==> config.mk <==
export PLATFORM = sky130hd
export DESIGN_NAME = strip_to_quad_index_assembler_core
export DESIGN_NICKNAME = d
export VERILOG_FILES = /design/src/rtl/stqa_pkg.sv /design/src/rtl/strip_to_quad_index_assembler_core.sv /design/src/rtl/stqa_win_cell.sv /design/src/rtl/stqa_out_cell.sv
export VERILOG_INCLUDE_DIRS = /design/src /design/src/rtl
export SDC_FILE = /design/constraint.sdc
export NUM_CORES = 1
export LEC_CHECK = 0
export BUFFER_PORTS_ARGS = -buffer_cell sky130_fd_sc_hd__buf_2
export CORE_ASPECT_RATIO = 0.8
export CORE_MARGIN = 2
export CORE_UTILIZATION = 62
export CTS_BUF_LIST = sky130_fd_sc_hd__clkbuf_8
export CTS_CLUSTER_SIZE = 12
export DETAILED_ROUTE_END_ITERATION = 8
export MAX_ROUTING_LAYER = met4
export PLACE_DENSITY_LB_ADDON = 0.3
export SLEW_MARGIN = 15
export SYNTH_ARGS = -nofsm -noshare
export SYNTH_HDL_FRONTEND = slang
export SYNTH_SLANG_ARGS = --single-unit
==> constraint.sdc <==
create_clock -name i_clk -period 8.39 [get_ports i_clk]
set_clock_uncertainty 0.05 [all_clocks]
set_input_delay 1.678 -clock i_clk [delete_from_list [all_inputs] [get_ports i_clk]]
set_output_delay 1.678 -clock i_clk [all_outputs]
set_load 0.05 [all_outputs]
==> src/rtl/assert_macros.svh <==
// Assertion helpers, included by the assembler core.
`ifndef ASSERT_MACROS_SVH
`define ASSERT_MACROS_SVH

`ifndef SYNTHESIS

// Property checked on every rising edge, suspended while reset is low.
`define ASSERT_RST(label, clk, rst_n, prop) \
    label: assert property (@(posedge clk) disable iff (!rst_n) (prop)) \
        else $error("assertion failed");

// Property checked on every rising edge with no reset qualification.
`define ASSERT_ALWAYS(label, clk, prop) \
    label: assert property (@(posedge clk) (prop)) \
        else $error("assertion failed");

`else

`define ASSERT_RST(label, clk, rst_n, prop)
`define ASSERT_ALWAYS(label, clk, prop)

`endif

`endif

==> src/rtl/stqa_pkg.sv <==
package stqa_pkg;

    // Fixed width of the index fields on the ports.
    localparam int IDX_W = 32;

    // Command codes of an input word.
    localparam logic [1:0] CMD_STRIP = 2'd0;
    localparam logic [1:0] CMD_LIST  = 2'd1;
    localparam logic [1:0] CMD_BEGIN = 2'd2;

    // Segment position at which the next strip vertex closes a quad.
    localparam logic [1:0] POS_QUAD  = 2'd3;
    localparam logic [1:0] POS_AFTER = 2'd2;
    localparam logic [1:0] POS_START = 2'd0;

    // Number of words in one quad, and so of output cells.
    localparam int QUAD_SIZE = 4;
    localparam int WIN_SIZE  = 3;

    typedef struct packed {
        logic [1:0]       cmd;
        logic [IDX_W-1:0] index_value;
        logic             restart_allowed;
    } t_in_word;

    typedef struct packed {
        logic [IDX_W-1:0] index_out;
        logic             group_last;
    } t_out_word;

    // Control of one output cell.
    typedef struct packed {
        logic load;
        logic shift;
    } t_out_ctl;

    // Contents of one output cell.
    typedef struct packed {
        logic      valid;
        t_out_word word;
    } t_out_slot;

endpackage

==> src/rtl/strip_to_quad_index_assembler_core.sv <==
// Channel   | valid        | stall        | word
// ----------+--------------+--------------+-------------
// input     | i_in_valid   | o_in_stall   | i_in_word
// output    | o_out_valid  | i_out_stall  | o_out_word
// config    | i_cfg_we     | (none)       | i_cfg_wdata
//
// An input word is taken whenever it is valid and not stalled; a quad leaves one word at a time
// and a list vertex as a single word, both from a four-cell output chain whose head is the output register.
// Steady strip throughput is bounded by the one-word output port.
// A word that produces results stalls until the output chain holds at most its head word and that word leaves.
// Reset (synchronous, active low) clears the chain, segment state and configuration.
module strip_to_quad_index_assembler_core #(
    parameter int INDEX_BITS = 32
) (
    input  logic                i_clk,
    input  logic                i_rst_n,
    input  logic                i_cfg_we,
    input  logic                i_cfg_wdata,
    input  logic                i_in_valid,
    output logic                o_in_stall,
    input  stqa_pkg::t_in_word  i_in_word,
    output logic                o_out_valid,
    input  logic                i_out_stall,
    output stqa_pkg::t_out_word o_out_word
);
    import stqa_pkg::*;

    `include "assert_macros.svh"

    logic                  r_glob;
    logic                  r_op_en;
    logic [INDEX_BITS-1:0] r_op_val;
    logic [1:0]            r_pos;
    logic [1:0]            n_pos;

    logic [INDEX_BITS-1:0] vtx;
    logic                  in_acc;
    logic                  is_strip;
    logic                  is_list;
    logic                  is_restart;
    logic                  emit_quad;
    logic                  need_out;
    logic                  head_free;
    logic                  chain_free;
    logic                  win_shift;
    logic                  quad_acc;
    logic                  chain_packed;

    logic [INDEX_BITS-1:0] win_q [WIN_SIZE];
    t_out_slot             slot  [QUAD_SIZE];
    t_out_slot             nxt   [QUAD_SIZE];
    t_out_ctl              ctl   [QUAD_SIZE];
    t_out_word             ld    [QUAD_SIZE];

    // Decode of the incoming word against the segment state.
    assign vtx        = i_in_word.index_value[INDEX_BITS-1:0];
    assign is_strip   = (i_in_word.cmd == CMD_STRIP);
    assign is_list    = (i_in_word.cmd == CMD_LIST);
    assign is_restart = is_strip && r_glob && r_op_en && (vtx == r_op_val);
    assign emit_quad  = is_strip && !is_restart && (r_pos == POS_QUAD);
    assign need_out   = is_list || emit_quad;

    // The chain is free when at most the head holds a word and it leaves now.
    assign head_free  = !slot[0].valid || !i_out_stall;
    assign chain_free = !slot[1].valid && head_free;
    assign o_in_stall = need_out && !chain_free;
    assign in_acc     = i_in_valid && !o_in_stall;
    assign win_shift  = in_acc && is_strip && !is_restart;

    // Configuration register.
    always_ff @(posedge i_clk) begin
        if (!i_rst_n) begin
            r_glob <= 1'b0;
        end else if (i_cfg_we) begin
            r_glob <= i_cfg_wdata;
        end
    end

    // Next segment position.
    always_comb begin
        n_pos = r_pos;
        case (i_in_word.cmd)
            CMD_BEGIN: begin
                n_pos = POS_START;
            end
            CMD_STRIP: begin
                if (is_restart) begin
                    n_pos = POS_START;
                end else if (r_pos == POS_QUAD) begin
                    n_pos = POS_AFTER;
                end else begin
                    n_pos = r_pos + 2'd1;
                end
            end
            default: begin
                n_pos = r_pos;
            end
        endcase
    end

    // Operation and segment state.
    always_ff @(posedge i_clk) begin
        if (!i_rst_n) begin
            r_pos    <= POS_START;
            r_op_en  <= 1'b0;
            r_op_val <= '0;
        end else if (in_acc) begin
            r_pos <= n_pos;
            if (i_in_word.cmd == CMD_BEGIN) begin
                r_op_en  <= i_in_word.restart_allowed;
                r_op_val <= vtx;
            end
        end
    end

    // Window chain: the newest vertex enters at the top cell, the oldest sits at cell 0.
    for (genvar g = 0; g < WIN_SIZE; g++) begin : g_win
        logic [INDEX_BITS-1:0] win_d;
        if (g == WIN_SIZE - 1) begin : g_top
            assign win_d = vtx;
        end else begin : g_mid
            assign win_d = win_q[g+1];
        end
        stqa_win_cell #(
            .W (INDEX_BITS)
        ) u_cell (
            .i_clk   (i_clk),
            .i_shift (win_shift),
            .i_data  (win_d),
            .o_data  (win_q[g])
        );
    end

    // Output chain: quads load in parallel, words shift toward the head cell.
    for (genvar g = 0; g < QUAD_SIZE; g++) begin : g_out
        if (g == QUAD_SIZE - 1) begin : g_tail
            assign nxt[g] = '0;
            assign ld[g]  = '{index_out: IDX_W'(vtx), group_last: 1'b1};
        end else begin : g_body
            assign nxt[g] = slot[g+1];
            if (g == 0) begin : g_head
                assign ld[g] = emit_quad
                             ? t_out_word'{index_out: IDX_W'(win_q[g]), group_last: 1'b0}
                             : t_out_word'{index_out: IDX_W'(vtx), group_last: 1'b1};
            end else begin : g_inner
                assign ld[g] = '{index_out: IDX_W'(win_q[g]), group_last: 1'b0};
            end
        end
        assign ctl[g].load  = in_acc && need_out && ((g == 0) || emit_quad);
        assign ctl[g].shift = head_free;
        stqa_out_cell u_cell (
            .i_clk       (i_clk),
            .i_rst_n     (i_rst_n),
            .i_ctl       (ctl[g]),
            .i_load_word (ld[g]),
            .i_next      (nxt[g]),
            .o_slot      (slot[g])
        );
    end

    assign o_out_valid = slot[0].valid;
    assign o_out_word  = slot[0].word;

    // Terms shared by the checks below.
    assign quad_acc     = in_acc && emit_quad;
    assign chain_packed = (!slot[1].valid || slot[0].valid)
                       && (!slot[2].valid || slot[1].valid)
                       && (!slot[3].valid || slot[2].valid);

    // Occupied output cells always form an unbroken run from the head.
    `ASSERT_RST(a_chain_packed, i_clk, i_rst_n, chain_packed)
    // A taken quad shows its first word, not a closing one, in the next cycle.
    `ASSERT_RST(a_quad_head, i_clk, i_rst_n, quad_acc |=> (o_out_valid && !o_out_word.group_last))
    // A restart vertex always starts a new segment.
    `ASSERT_RST(a_restart_pos, i_clk, i_rst_n, (in_acc && is_restart) |=> (r_pos == POS_START))
    // A quad closes only with the segment left one vertex short of the next quad.
    `ASSERT_RST(a_quad_pos, i_clk, i_rst_n, quad_acc |=> (r_pos == POS_AFTER))

endmodule

==> src/rtl/stqa_win_cell.sv <==
module stqa_win_cell #(
    parameter int W = 32
) (
    input  logic         i_clk,
    input  logic         i_shift,
    input  logic [W-1:0] i_data,
    output logic [W-1:0] o_data
);

    logic [W-1:0] r_data;

    // Take the vertex on i_data (the neighbor's, or the new vertex at the top cell) when the window slides.
    always_ff @(posedge i_clk) begin
        if (i_shift) begin
            r_data <= i_data;
        end
    end

    assign o_data = r_data;

endmodule

==> src/rtl/stqa_out_cell.sv <==
module stqa_out_cell (
    input  logic                i_clk,
    input  logic                i_rst_n,
    input  stqa_pkg::t_out_ctl  i_ctl,
    input  stqa_pkg::t_out_word i_load_word,
    input  stqa_pkg::t_out_slot i_next,
    output stqa_pkg::t_out_slot o_slot
);
    import stqa_pkg::*;

    logic      r_valid;
    t_out_word r_word;

    // Valid bit: a parallel load wins over a shift from the neighbor.
    always_ff @(posedge i_clk) begin
        if (!i_rst_n) begin
            r_valid <= 1'b0;
        end else if (i_ctl.load) begin
            r_valid <= 1'b1;
        end else if (i_ctl.shift) begin
            r_valid <= i_next.valid;
        end
    end

    // Word payload follows the same selection.
    always_ff @(posedge i_clk) begin
        if (i_ctl.load) begin
            r_word <= i_load_word;
        end else if (i_ctl.shift) begin
            r_word <= i_next.word;
        end
    end

    assign o_slot.valid = r_valid;
    assign o_slot.word  = r_word;

endmodule
# After elaboration in Yosys (flattened, before gate mapping)
# Cells that the tools add are included.
# word_totals
elab_cells	70
register_bits	268
ramBits	0
output_inout_bits	35
in_bits	41
mem_count	0
latch_bits	0
rom_bits	0
# op_classes
multipliers	0
order_cmp	0
n_reduce_logical	26
n_mux	20
addsub	1
div_mod_pow	0
shifts	0
eq_ne	4
n_bitwise	0
# op_table
operator	n
2-to-1 mux 33 bit	9
== test 32 bit	1
logical AND 1 bit	12
2-to-1 mux 1 bit	8
logical NOT 1 bit	6
nonzero test 2 bit	3
== test 2 bit (second input constant)	2
2-to-1 mux 2 bit	2
one-hot mux 2 bit (2 select lines)	1
AND reduction 2 bit	2
adder 2 x 1 -> 2 bit (second input constant)	1
== test 2 x 1 -> 1 bit (second input constant)	1
logical NOT 2 bit	1
logical OR 1 bit	2

# Longest topological paths before layout
# depth
ltp_word	14
depth_mapped	9
depth_no_buf	7

# Hierarchy
# From an unflattened synthesis, not the netlist that was laid out.
# unflattened
hier_cells	644
hier_area_um2	11418.5
# modules_own_cells
mod	seq_area_each_um2	area_per_inst_um2	cells_each	n_inst
stqa_out_cell	1011.0	1591.5	75	4
stqa_win_cell	960.9	960.9	32	3
strip_to_quad_index_assembler_core	720.7	2169.6	248	1

# Least setup slack after synthesis
# No wires, ideal clock.
# synth_timing
path_type	input port to flip-flop
start	input port i_in_word[19] (netlist bit)
end	register g_win[0].u_cell.r_data[0] (enable)
path_stages	6
t_arrival_ns	6.424
setup_ns	0.551
required_ns	7.789
path_slack_ns	1.364
path_buffers	1
cell_sequence	xor2_1 -> or4_1 -> or4_4 -> o31ai_4 -> clkbuf_1 -> nor2_1
# synth_via
elab_chain_len	11
# synth_lines
element	line	source
from (decl)	strip_to_quad_index_assembler_core.sv:21	input stqa_pkg::t_in_word i_in_word,
== test 32 bit *	strip_to_quad_index_assembler_core.sv:59	assign is_restart = is_strip && r_glob && r_op_en && (vtx == r_op_val);
logical AND 1 bit *	strip_to_quad_index_assembler_core.sv:59	
logical NOT 1 bit *	strip_to_quad_index_assembler_core.sv:60, strip_to_quad_index_assembler_core.sv:68	
logical AND 1 bit (2 in series)	strip_to_quad_index_assembler_core.sv:60	assign emit_quad = is_strip && !is_restart && (r_pos == POS_QUAD);
logical OR 1 bit	strip_to_quad_index_assembler_core.sv:61	assign need_out = is_list || emit_quad;
logical AND 1 bit	strip_to_quad_index_assembler_core.sv:66	assign o_in_stall = need_out && !chain_free;
logical NOT 1 bit	strip_to_quad_index_assembler_core.sv:67	assign in_acc = i_in_valid && !o_in_stall;
logical AND 1 bit	strip_to_quad_index_assembler_core.sv:67	
logical AND 1 bit	strip_to_quad_index_assembler_core.sv:68	assign win_shift = in_acc && is_strip && !is_restart;
logical AND 1 bit *	strip_to_quad_index_assembler_core.sv:68	
via g_win[0].u_cell.i_shift	stqa_win_cell.sv:5	input logic i_shift,
to (signal assigned)	stqa_win_cell.sv:15	r_data <= i_data;
to (decl)	stqa_win_cell.sv:10	logic [W-1:0] r_data;
# Mark *: on every way through the listed nets, which the timed path passes. The rest lies on a longest branch.
# A chain may end at the register's enable or synchronous reset.

# Final worst setup path
# layout_timing
start	input port i_in_word[31] (netlist bit)
end	output port o_in_stall
# layout_via
elab_chain_len	7
# layout_lines
element	line	source
== test 32 bit	strip_to_quad_index_assembler_core.sv:59	
logical AND 1 bit	strip_to_quad_index_assembler_core.sv:59	
logical NOT 1 bit	strip_to_quad_index_assembler_core.sv:60	
logical AND 1 bit (2 in series)	strip_to_quad_index_assembler_core.sv:60	
logical OR 1 bit	strip_to_quad_index_assembler_core.sv:61	
logical AND 1 bit	strip_to_quad_index_assembler_core.sv:66	
to (decl)	strip_to_quad_index_assembler_core.sv:20	output logic o_in_stall,
# No other way between the ends.

==> key figures <==
Drt
  • Average wire per standard cell: 17.37 um
  • Vias per cell: between 5 and 6
  • First-pass DRT Iterations: 5
  • Post-route DRC violation count: 0
  • DRT antenna net count: 0
  • Initial DRC count: ~500
  • Vias: 6365
  • WL final: 19810 um

Run status
  • Status: finished, final reports clean

CTS
  • Clock root buffer master: clkbuf_8
  • CTS Buf Count: 41
  • CTS H-Tree Depth: 2
  • Clk slew on worst S/H paths: ~0.06 ns
  • Clk Latency, worst-skew pair: around 0.53 ns
  • CTS Buffer Depth: 3
  • TritonCTS clock tree: done
  • Clock sink count: 268
  • Setup bufs post-CTS: 0
  • Hold Buf Count CTS: 0
  • PostCTS Resize Cnt: 0

Placed design
  • IO Port Bufs: 75
  • Placed Cells: around 1100
  • HPWL Detailed: approximately 12000 um
  • Gpl congestion: around 0.8

Setup path
  • Critical path arrival: around 3.9 ns
  • Critical path class: input pin to primary output
  • Worst EP required: about 6.7 ns
  • Critical-path top delay cell: or4_4
  • CP startpoint kind: input pin
  • CP most frequent cell: buf_2
  • Crit path from: i_in_word[31]
  • Critical path's largest stage delay: ~0.55 ns
  • Worst Path Max Fanout: 5
  • Setup crit end kind: primary output
  • Worst-path cell chain: buf_2 > xor2_1 > or4_1 > or4_4 > o311a_1 > o211a_1 > buf_2
  • Reg2reg start: g_out[0].u_cell.r_valid$_SDFFE_PN0P_

Global routing
  • Global route overflow: 0
  • Fraction of met2 tracks used by global routing: around a third
  • Overall Global Routing Usage: between 20% and 30%
  • Largest net degree at the start of global routing: 85
  • Gr busiest metal: met2
  • Met3 usage: under 10%
  • Initial antenna violation count: 0
  • First-pass GRT wire length: between 30000 and 40000 um
  • Vias in the first global route: ~6300
  • Met1 usage: between 20 and 30%

Pwr
  • PwrDens: roughly 230 nW/um^2
  • Peak supply drop: between 0.0001 and 0.00015 V
  • Static leakage: between 4 and 5 nW

Synthesis
  • Ys async rst share: 0%
  • Top FF cell, synth: edfxtp_1
  • Synthesized Nets: 840
  • Mapped cell area: between 10000 and 15000 um^2
  • Synth area leaders: edfxtp_1 62%, dfxtp_1 7.9%, mux2i_1 5.9%
  • Synth top area share: about three fifths
  • Yosys top cell by area: edfxtp_1
  • Register area share after synthesis: between 60% and 70%
  • Most instantiated library cell after synthesis: edfxtp_1
  • Synth Register Bits: roughly 270
  • Synth Warn #: 0
  • Post-Syn Instances: 799
  • Post-synth EDFFs: ~230
  • Synth top cells by count: 225 x edfxtp_1, 140 x nand2_1, 66 x inv_1, 65 x mux2i_1, 43 x dfxtp_1
  • Synth unique cells: 40
  • Average size of a mapped cell: 13.70 um^2

Layout
  • Antenna diode count: 0
  • Share of post-route cells with drive strength above 1: about 17%
  • Fillers: 1158
  • # nets final: 923
  • Area grow syn2layout: 12.70%
  • Fin cells: roughly 1100

Die
  • Die Width: approximately 150 um
  • Cell Rows: 43
  • Die area: roughly 19000 um^2
  • Die height: between 100 and 150 um
  • IO Count: 76
  • Core Region: approximately 17000 um^2
  • Starting Density: 63.20%

Min path
  • Hold crit path type: register to register
  • Worst hold start: g_win[1].u_cell.o_data[28]$_DFFE_PP_

STA
  • Slew HR: about a quarter
  • Final Hold Viols: 0
  • Setup TNS: 0 ns
  • Final period util: 66.73%
  • Slew @ Worst Pin: about 1.1 ns
  • Max Slew Vio Count: 0
  • Fin crit period: around 5.6 ns
  • Unrepaired setup endpoints after global routing: no
  • Highest clock rate: about 0.18 GHz
  • # setup viols final: 0

Flow run
  • Max-Cap Viols: 0
[registers in the layout, summed over array words and instances, names as in the netlist]
register              cells
r_op_val                 32
r_glob                    1
r_op_en                   1
g_out.u_cell.r_valid      4
g_out.u_cell.o_slot     132
g_win.u_cell.o_data      96
r_pos                     2
[logic make-up after synthesis]
family,synth area share [%]
simple gates,8.742
xor+xnor,2.560
buf+inv,4.262
flops,69.57
mux,5.942
compound gates,8.925
[cells in the final DEF (no fill, tap or decap), types with 6 or more instances in the layout]
cell,synthesis,routed
dfxtp_1,43,43
nor2_1,9,8
mux2i_1,65,65
buf_2,1,75
nand4_1,6,6
a22o_1,32,32
xor2_1,21,21
a21boi_0,34,34
a221o_1,32,32
edfxtp_1,225,225
buf_4,1,9
inv_1,66,83
and2_1,34,33
nand2_1,140,140
clkbuf_8,0,54
xnor2_1,11,11
[metrics by stage]
stage | setup slack [ns] | total power [mW] | instance area, um^2 | utilization (%) | hold slack, ns
final | 2.792 | 2.873 | 12340 | 71.23 | 0.3894
after global routing | 2.728 | 2.977 | 12340 | 71.23 | 0.4002
after CTS | 2.793 | 2.899 | 12340 | 71.22 | 0.3937
after detailed placement | 2.795 | 1.819 | 11480 | 66.27 | 0.3818
after global placement | 2.801 | 1.808 | 11480 | 66.27 | 0.3771
after floorplan | 1.364 | 1.744 | 10950 | - | 0.3764
[per-layer routing]
| metal | vias up | wire length [um] | part of all wire (%) |
|---|---|---|---|
| met5 | - | 0 | 0 |
| met4 | 0 | 471 | 2.4 |
| met3 | 39 | 1129 | 5.7 |
| met2 | 172 | 9530 | 48 |
| met1 | 3102 | 8673 | 44 |
| li1 | 3052 | - | - |
[cell type report]
type                       instances  area (um^2)  share of cell area [%]
clock inverter                    22        113.9                  0.9227
sequential                       268         7617                   61.73
tap                              225        281.5                   2.281
clock buffer                      54        743.2                   6.023
multi-input combinational        420         2887                   23.39
timing repair buffer              84        442.9                   3.590
inverter                          67        254.0                   2.058
[path summary, 6_finish.rpt]
| kind | end | slack [ns] | cells after the start |
|---|---|---|---|
| max | o_in_stall | 2.79 | 7 |
| min reg2reg | g_win[0].u_cell.o_data[28]$_DFFE_PP_ | 0.39 | 0 |
| min | g_win[0].u_cell.o_data[28]$_DFFE_PP_ | 0.39 | 0 |
| max reg2reg | g_out[1].u_cell.o_slot[31]$_DFFE_PP_ | 4.50 | 7 |
[power by group]
part	switching [mW]	total (mW)	internal, mW
Combinational	0.174	0.246	0.0716
Clock	0.477	1.08	0.606
Sequential	0.0280	1.54	1.52
[worst max-delay path, delay by kind of cell]
family,cells,cell delay [ns]
xor gates and xnor gates,1,0.16
buffers and inverters,2,0.35
AOI/OAI and AO/OA,2,0.61
and+or+nand+nor,2,1.08
(Power assumes the default switching activity.)
